**config.mk**
```make
export PLATFORM = sky130hd
export DESIGN_NAME = fbtr_front
export DESIGN_NICKNAME = d
export VERILOG_FILES = /design/src/hw/rtl/fbtr_pkg.sv /design/src/hw/rtl/fbtr_front.sv
export SDC_FILE = /design/constraint.sdc
export NUM_CORES = 1
export LEC_CHECK = 0
export ABC_AREA = 1
export ABC_CLOCK_PERIOD_IN_PS = 3000
export BUFFER_PORTS_ARGS = -buffer_cell sky130_fd_sc_hd__buf_2
export CAP_MARGIN = 0
export CORE_ASPECT_RATIO = 0.8
export CORE_MARGIN = 2
export CORE_UTILIZATION = 46
export CTS_CLUSTER_DIAMETER = 120
export DETAILED_ROUTE_END_ITERATION = 6
export GPL_ROUTABILITY_DRIVEN = 0
export GPL_TIMING_DRIVEN = 1
export PLACE_DENSITY = 0.71
export SLEW_MARGIN = 20
export SYNTH_ARGS = -nofsm -noshare
export SYNTH_HDL_FRONTEND = slang
export SYNTH_SLANG_ARGS = --single-unit
```
**constraint.sdc**
```tcl
create_clock -name clk -period 3 [get_ports clk]
set_clock_uncertainty 0.2 [all_clocks]
set_input_delay 0.45 -clock clk [delete_from_list [all_inputs] [get_ports clk]]
set_output_delay 0.45 -clock clk [all_outputs]
set_load 0.03 [all_outputs]
```
**src/hw/rtl/fbtr_pkg.sv**
```systemverilog
`default_nettype none
package fbtr_pkg;

    // operation codes
    localparam logic [2:0] KIND_CLEAR  = 3'd0;
    localparam logic [2:0] KIND_CHAR   = 3'd1;
    localparam logic [2:0] KIND_DOUBLE = 3'd2;
    localparam logic [2:0] KIND_FILL   = 3'd3;
    localparam logic [2:0] KIND_READ   = 3'd4;

    localparam logic [7:0] GLYPH_FIRST = 8'h20;
    localparam logic [7:0] GLYPH_LAST  = 8'h7E;
    localparam logic [7:0] DEGREE_CODE = 8'h7E;
    localparam logic [7:0] BYTE_ONES   = 8'hFF;

    // one queued operation
    typedef struct packed {
        logic [2:0] kind;
        logic [3:0] page;
        logic [7:0] slot;
        logic [7:0] code;
        logic [7:0] span_start;
        logic [7:0] span_end;
        logic       span_set;
        logic [6:0] read_column;
    } fbtr_op_t;

    typedef logic [39:0] glyph_t;

    // 5x8 font, column 0 in bits 7:0
    function automatic glyph_t font_glyph(input logic [6:0] idx);
        glyph_t g;
        case (idx)
            7'd0:  g = {8'h00,8'h00,8'h00,8'h00,8'h00};
            7'd1:  g = {8'h00,8'h00,8'h5F,8'h00,8'h00};
            7'd2:  g = {8'h00,8'h07,8'h00,8'h07,8'h00};
            7'd3:  g = {8'h14,8'h7F,8'h14,8'h7F,8'h14};
            7'd4:  g = {8'h12,8'h2A,8'h7F,8'h2A,8'h24};
            7'd5:  g = {8'h62,8'h64,8'h08,8'h13,8'h23};
            7'd6:  g = {8'h50,8'h22,8'h55,8'h49,8'h36};
            7'd7:  g = {8'h00,8'h00,8'h03,8'h05,8'h00};
            7'd8:  g = {8'h00,8'h41,8'h22,8'h1C,8'h00};
            7'd9:  g = {8'h00,8'h1C,8'h22,8'h41,8'h00};
            7'd10: g = {8'h08,8'h04,8'h7F,8'h04,8'h08};
            7'd11: g = {8'h08,8'h08,8'h3E,8'h08,8'h08};
            7'd12: g = {8'h00,8'h00,8'h30,8'h50,8'h00};
            7'd13: g = {8'h08,8'h08,8'h08,8'h08,8'h08};
            7'd14: g = {8'h00,8'h00,8'h60,8'h60,8'h00};
            7'd15: g = {8'h02,8'h04,8'h08,8'h10,8'h20};
            7'd16: g = {8'h3E,8'h45,8'h49,8'h51,8'h3E};
            7'd17: g = {8'h00,8'h40,8'h7F,8'h42,8'h00};
            7'd18: g = {8'h46,8'h49,8'h51,8'h61,8'h42};
            7'd19: g = {8'h31,8'h4B,8'h45,8'h41,8'h21};
            7'd20: g = {8'h10,8'h7F,8'h12,8'h14,8'h18};
            7'd21: g = {8'h39,8'h45,8'h45,8'h45,8'h27};
            7'd22: g = {8'h30,8'h49,8'h49,8'h4A,8'h3C};
            7'd23: g = {8'h03,8'h05,8'h09,8'h71,8'h01};
            7'd24: g = {8'h36,8'h49,8'h49,8'h49,8'h36};
            7'd25: g = {8'h1E,8'h29,8'h49,8'h49,8'h06};
            7'd26: g = {8'h00,8'h00,8'h36,8'h36,8'h00};
            7'd27: g = {8'h00,8'h00,8'h36,8'h56,8'h00};
            7'd28: g = {8'h00,8'h41,8'h22,8'h14,8'h08};
            7'd29: g = {8'h14,8'h14,8'h14,8'h14,8'h14};
            7'd30: g = {8'h08,8'h14,8'h22,8'h41,8'h00};
            7'd31: g = {8'h06,8'h09,8'h51,8'h01,8'h02};
            7'd32: g = {8'h3E,8'h41,8'h79,8'h49,8'h32};
            7'd33: g = {8'h7E,8'h11,8'h11,8'h11,8'h7E};
            7'd34: g = {8'h36,8'h49,8'h49,8'h49,8'h7F};
            7'd35: g = {8'h22,8'h41,8'h41,8'h41,8'h3E};
            7'd36: g = {8'h3E,8'h41,8'h41,8'h41,8'h7F};
            7'd37: g = {8'h41,8'h49,8'h49,8'h49,8'h7F};
            7'd38: g = {8'h01,8'h01,8'h09,8'h09,8'h7F};
            7'd39: g = {8'h7A,8'h49,8'h49,8'h41,8'h3E};
            7'd40: g = {8'h7F,8'h08,8'h08,8'h08,8'h7F};
            7'd41: g = {8'h00,8'h41,8'h7F,8'h41,8'h00};
            7'd42: g = {8'h01,8'h3F,8'h41,8'h40,8'h20};
            7'd43: g = {8'h41,8'h22,8'h14,8'h08,8'h7F};
            7'd44: g = {8'h40,8'h40,8'h40,8'h40,8'h7F};
            7'd45: g = {8'h7F,8'h02,8'h0C,8'h02,8'h7F};
            7'd46: g = {8'h7F,8'h10,8'h08,8'h04,8'h7F};
            7'd47: g = {8'h3E,8'h41,8'h41,8'h41,8'h3E};
            7'd48: g = {8'h06,8'h09,8'h09,8'h09,8'h7F};
            7'd49: g = {8'h5E,8'h21,8'h51,8'h41,8'h3E};
            7'd50: g = {8'h46,8'h29,8'h19,8'h09,8'h7F};
            7'd51: g = {8'h31,8'h49,8'h49,8'h49,8'h46};
            7'd52: g = {8'h01,8'h01,8'h7F,8'h01,8'h01};
            7'd53: g = {8'h3F,8'h40,8'h40,8'h40,8'h3F};
            7'd54: g = {8'h1F,8'h20,8'h40,8'h20,8'h1F};
            7'd55: g = {8'h7F,8'h20,8'h18,8'h20,8'h7F};
            7'd56: g = {8'h63,8'h14,8'h08,8'h14,8'h63};
            7'd57: g = {8'h07,8'h08,8'h70,8'h08,8'h07};
            7'd58: g = {8'h43,8'h45,8'h49,8'h51,8'h61};
            7'd59: g = {8'h00,8'h41,8'h41,8'h7F,8'h00};
            7'd60: g = {8'h20,8'h10,8'h08,8'h04,8'h02};
            7'd61: g = {8'h00,8'h7F,8'h41,8'h41,8'h00};
            7'd62: g = {8'h04,8'h02,8'h01,8'h02,8'h04};
            7'd63: g = {8'h40,8'h40,8'h40,8'h40,8'h40};
            7'd64: g = {8'h00,8'h04,8'h02,8'h01,8'h00};
            7'd65: g = {8'h78,8'h54,8'h54,8'h54,8'h20};
            7'd66: g = {8'h38,8'h44,8'h44,8'h48,8'h7F};
            7'd67: g = {8'h20,8'h44,8'h44,8'h44,8'h38};
            7'd68: g = {8'h7F,8'h48,8'h44,8'h44,8'h38};
            7'd69: g = {8'h18,8'h54,8'h54,8'h54,8'h38};
            7'd70: g = {8'h02,8'h01,8'h09,8'h7E,8'h08};
            7'd71: g = {8'h14,8'h12,8'h12,8'h19,8'h08};
            7'd72: g = {8'h78,8'h04,8'h04,8'h08,8'h7F};
            7'd73: g = {8'h00,8'h40,8'h7D,8'h44,8'h00};
            7'd74: g = {8'h00,8'h3D,8'h44,8'h40,8'h20};
            7'd75: g = {8'h63,8'h14,8'h08,8'h7F,8'h00};
            7'd76: g = {8'h00,8'h40,8'h7F,8'h41,8'h00};
            7'd77: g = {8'h78,8'h04,8'h18,8'h04,8'h7C};
            7'd78: g = {8'h78,8'h04,8'h04,8'h08,8'h7C};
            7'd79: g = {8'h38,8'h44,8'h44,8'h44,8'h38};
            7'd80: g = {8'h08,8'h14,8'h14,8'h14,8'h7C};
            7'd81: g = {8'h7C,8'h14,8'h14,8'h14,8'h08};
            7'd82: g = {8'h04,8'h04,8'h08,8'h7C,8'h00};
            7'd83: g = {8'h20,8'h54,8'h54,8'h54,8'h48};
            7'd84: g = {8'h20,8'h40,8'h44,8'h3F,8'h04};
            7'd85: g = {8'h7C,8'h20,8'h40,8'h40,8'h3C};
            7'd86: g = {8'h1C,8'h20,8'h40,8'h20,8'h1C};
            7'd87: g = {8'h3C,8'h40,8'h30,8'h40,8'h3C};
            7'd88: g = {8'h44,8'h28,8'h10,8'h28,8'h44};
            7'd89: g = {8'h3C,8'h50,8'h50,8'h50,8'h0C};
            7'd90: g = {8'h44,8'h4C,8'h54,8'h64,8'h44};
            7'd91: g = {8'h00,8'h41,8'h36,8'h08,8'h00};
            7'd92: g = {8'h00,8'h00,8'h7F,8'h00,8'h00};
            7'd93: g = {8'h00,8'h08,8'h36,8'h41,8'h00};
            7'd94: g = {8'h08,8'h10,8'h08,8'h04,8'h08};
            default: g = '0;
        endcase
        return g;
    endfunction

    // small ring used for the degree sign
    localparam glyph_t RING_GLYPH = {8'h00, 8'h00, 8'h02, 8'h05, 8'h02};

    // each source bit doubled: nibble to byte
    function automatic logic [7:0] widen_nibble(input logic [3:0] n);
        logic [7:0] w;
        for (int i = 0; i < 4; i++)
        begin
            w[2*i]   = n[i];
            w[2*i+1] = n[i];
        end
        return w;
    endfunction

endpackage
`default_nettype wire

```
**src/hw/rtl/fbtr_front.sv**
```systemverilog
`default_nettype none
// accepts input words into a two-entry queue
module fbtr_front (
    input  wire logic               clk,
    input  wire logic               rst_n,
    input  wire logic               in_valid,
    output logic                    in_stall,
    input  wire fbtr_pkg::fbtr_op_t in_op,
    output logic                    q_valid,
    input  wire logic               q_take,
    output fbtr_pkg::fbtr_op_t      q_op
);
    import fbtr_pkg::*;

    fbtr_op_t   slot_reg [2];
    logic [1:0] count_reg, count_next;
    logic       wr_ptr_reg, rd_ptr_reg;
    logic       push, pop;

    assign in_stall = (count_reg == 2'd2);
    assign push     = in_valid && !in_stall;
    assign q_valid  = (count_reg != 2'd0);
    assign pop      = q_valid && q_take;
    assign q_op     = slot_reg[rd_ptr_reg];

    always_comb
    begin
        count_next = count_reg + {1'b0, push} - {1'b0, pop};
    end

    // queue pointers and occupancy
    always_ff @(posedge clk or negedge rst_n)
    begin
        if (!rst_n)
        begin
            count_reg  <= 2'd0;
            wr_ptr_reg <= 1'b0;
            rd_ptr_reg <= 1'b0;
        end
        else
        begin
            count_reg <= count_next;
            if (push)
                wr_ptr_reg <= !wr_ptr_reg;
            if (pop)
                rd_ptr_reg <= !rd_ptr_reg;
        end
    end

    // queue storage
    always_ff @(posedge clk)
    begin
        if (push)
            slot_reg[wr_ptr_reg] <= in_op;
    end
endmodule
`default_nettype wire

```
==> summary.txt <==
Status - finished, final reports clean
Cell area after layout - 4473 um^2
Synthesized flop and latch total - 98
Filler cells - 633
VDD IR-drop max - 0.0004897 V
Largest register FFs - 94
DIE WIDTH - 103.5 um
CP Launch Type - flip-flop
Via-to-Cell Ratio - 4.552
Iteration-0 DRC count of the detailed router - 97
DP Area - 4280 um^2
Starting Density - 48.36%
Grt peak-use layer - met2
Clock latency on the worst-skew pair - 0.34 ns
CTS Buf Count - 9
Most frequent cells in the layout - 154 x nand2_1, 99 x buf_2, 94 x edfxtp_1
Grt ovf - 0
Final #Nets - 437
Post-Syn Nets - 331
Clock Path Buffers - 2
CTS clk-pin slew, worst paths - 0.09 ns
Critical path's most frequent cell - nand2_1
Max incr delay on CP - 0.41 ns
Met3 Resource Use GR - 6.700%
Setup TNS - 0 ns
H-tree levels - 3
Setup violators final - 0
Average cell area after synthesis - 13.10 um^2
Post-CTS setup buffer count - 0
R2R Setup Slk - 1.22 ns
DRT antenna net count - 0
Crit path time final - 2.231 ns
Global Route Usage Sum - 15.17%
MaxCap Viol Count - 0
Core footprint - 7532 um^2
Leakage - 1.975 nW
Hold Fails Final Rpt - 0
Slowest-stage cell, CP - dfrtp_2
Clock tree root buffer cell - clkbuf_8
Sequential element share of the synthesized area - 80.25%
CP required - 2.35 ns
Max-slew violation count - 0
CTS sink cnt - 98
Yosys warnings - 0
First-pass GRT wire length - 9.936 mm
WP data arrival - 1.58 ns
CTS tree - yes
IO Port Bufs - 99
Hold buffer count at CTS - 1
Total chip power - 4.681 mW
Routed WL - 6.391 mm
Worst Path Class, Setup - flip-flop to output pin
Post-CTS sizing - 0
Routed wire per std cell - 12.96 um
First-pass DRT Iterations - 4
Layout cell share with drive strength beyond 1 - 31.19%
# DRC - 0
Leading cell type in the layout, fill and taps excluded - nand2_1
Antenna diodes - 0
Die Y - 83.59 um
Hpwl dp - 4.235 mm
Hold WC Path Type - input pin to flip-flop
Slew Limit Headroom - 66.51%
RSZ-0062 raised after global routing - false
Initial antenna violation count - 0
Cell variety after synth - 10
Num rows - 28
# IOs - 100
Crit share post-route - 74.37%
Synth Cell Area - 3642 um^2
Cell Chain, Critical Path - inv_2 -> buf_12 -> nand2_1 -> nand2_1 -> buf_2
Met2 Use GR - 25.28%
Cells after Synth - 278
Power per cell area - 1046 nW/um^2
Number of global-route vias before repair - 2234
Worst Path Max Fanout - 31
Die area - 8650 um^2
Largest net degree at the start of global routing - 49
Slew @ Worst Pin - 0.5023 ns
CP Capture Type - output pin
Via count - 2244
Achievable Freq - 0.4482 GHz
Core Util, Final - 59.39%
Area grow syn2layout - 22.81%
Met1 Track Usage GR - 17.51%
## kinds of logic (layout without fill, tap and decap cells)
group,after synthesis,in the layout,synth area share (%)
fa+ha+maj,2,2,0.6869
buf+inv,20,130,2.679
flops,98,98,80.25
simple gates,158,158,16.39
## cells in the mapped netlist
| library cell | number | area, um^2 |
|---|---|---|
| buf_2 | 6 | 30.03 |
| buf_4 | 4 | 30.03 |
| nand3_1 | 3 | 15.01 |
| inv_1 | 9 | 33.78 |
| dfrtp_1 | 4 | 100.1 |
| nand2_1 | 154 | 578.1 |
| inv_2 | 1 | 3.750 |
| edfxtp_1 | 94 | 2823 |
| ha_1 | 2 | 25.02 |
| nor2_1 | 1 | 3.750 |
## stage by stage
stage / cells / setup slack [ns] / hold slack (ns)
floorplan: 278 / 0.5980 / -0.04559
global placement: 477 / 1.120 / 0.06332
detailed placement: 477 / 1.119 / 0.06513
CTS: 493 / 0.7398 / 0.07535
global route: 493 / 0.6468 / 0.06917
finish: 493 / 0.7689 / 0.09186
## final timing paths
| path | startpoint | endpoint | cells after the start |
|---|---|---|---|
| worst max register to register | count_reg[1] | slot_reg[0][29] | 4 |
| worst max-delay path | rd_ptr_reg | q_op[25] | 5 |
| worst min-delay path | in_op[44] | slot_reg[1][44] | 1 |
| min in group asynchronous | rst_n | count_reg[0] | 2 |
| max in group asynchronous | rst_n | rd_ptr_reg | 2 |
| worst min register to register | wr_ptr_reg | wr_ptr_reg | 2 |
## area by class of cell
class	instances	area (um^2)	area share, %
multi-input cells	160	629.4	14.07
flip-flops and latches	98	2924	65.37
well taps	105	131.4	2.937
repair buffers	105	568.0	12.70
clock buffers	10	127.6	2.853
inverters	10	37.54	0.8392
clock inverters	5	55.05	1.231
## report_power, final
| group | leakage [nW] | total (mW) | internal (mW) | switching (mW) |
|---|---|---|---|---|
| clock | 0.0902 | 0.784 | 0.380 | 0.404 |
| combinational | 0.963 | 1.96 | 0.498 | 1.46 |
| sequential | 0.921 | 1.94 | 1.87 | 0.0737 |
| total | 1.97 | 4.68 | 2.74 | 1.94 |
## layer usage
metal / vias up / routed length, um
li1: 1129 / -
met5: - / 0
met4: 0 / 46
met2: 71 / 3159
met3: 5 / 544
met1: 1039 / 2641
## worst max-delay path, delay by kind of cell, from the launching register on
| family | cells | cell delay, ns |
|---|---|---|
| buf+inv | 3 | 0.68 |
| flops | 1 | 0.41 |
| simple gates | 2 | 0.14 |
No activity file was read; power rests on OpenSTA's default activity.
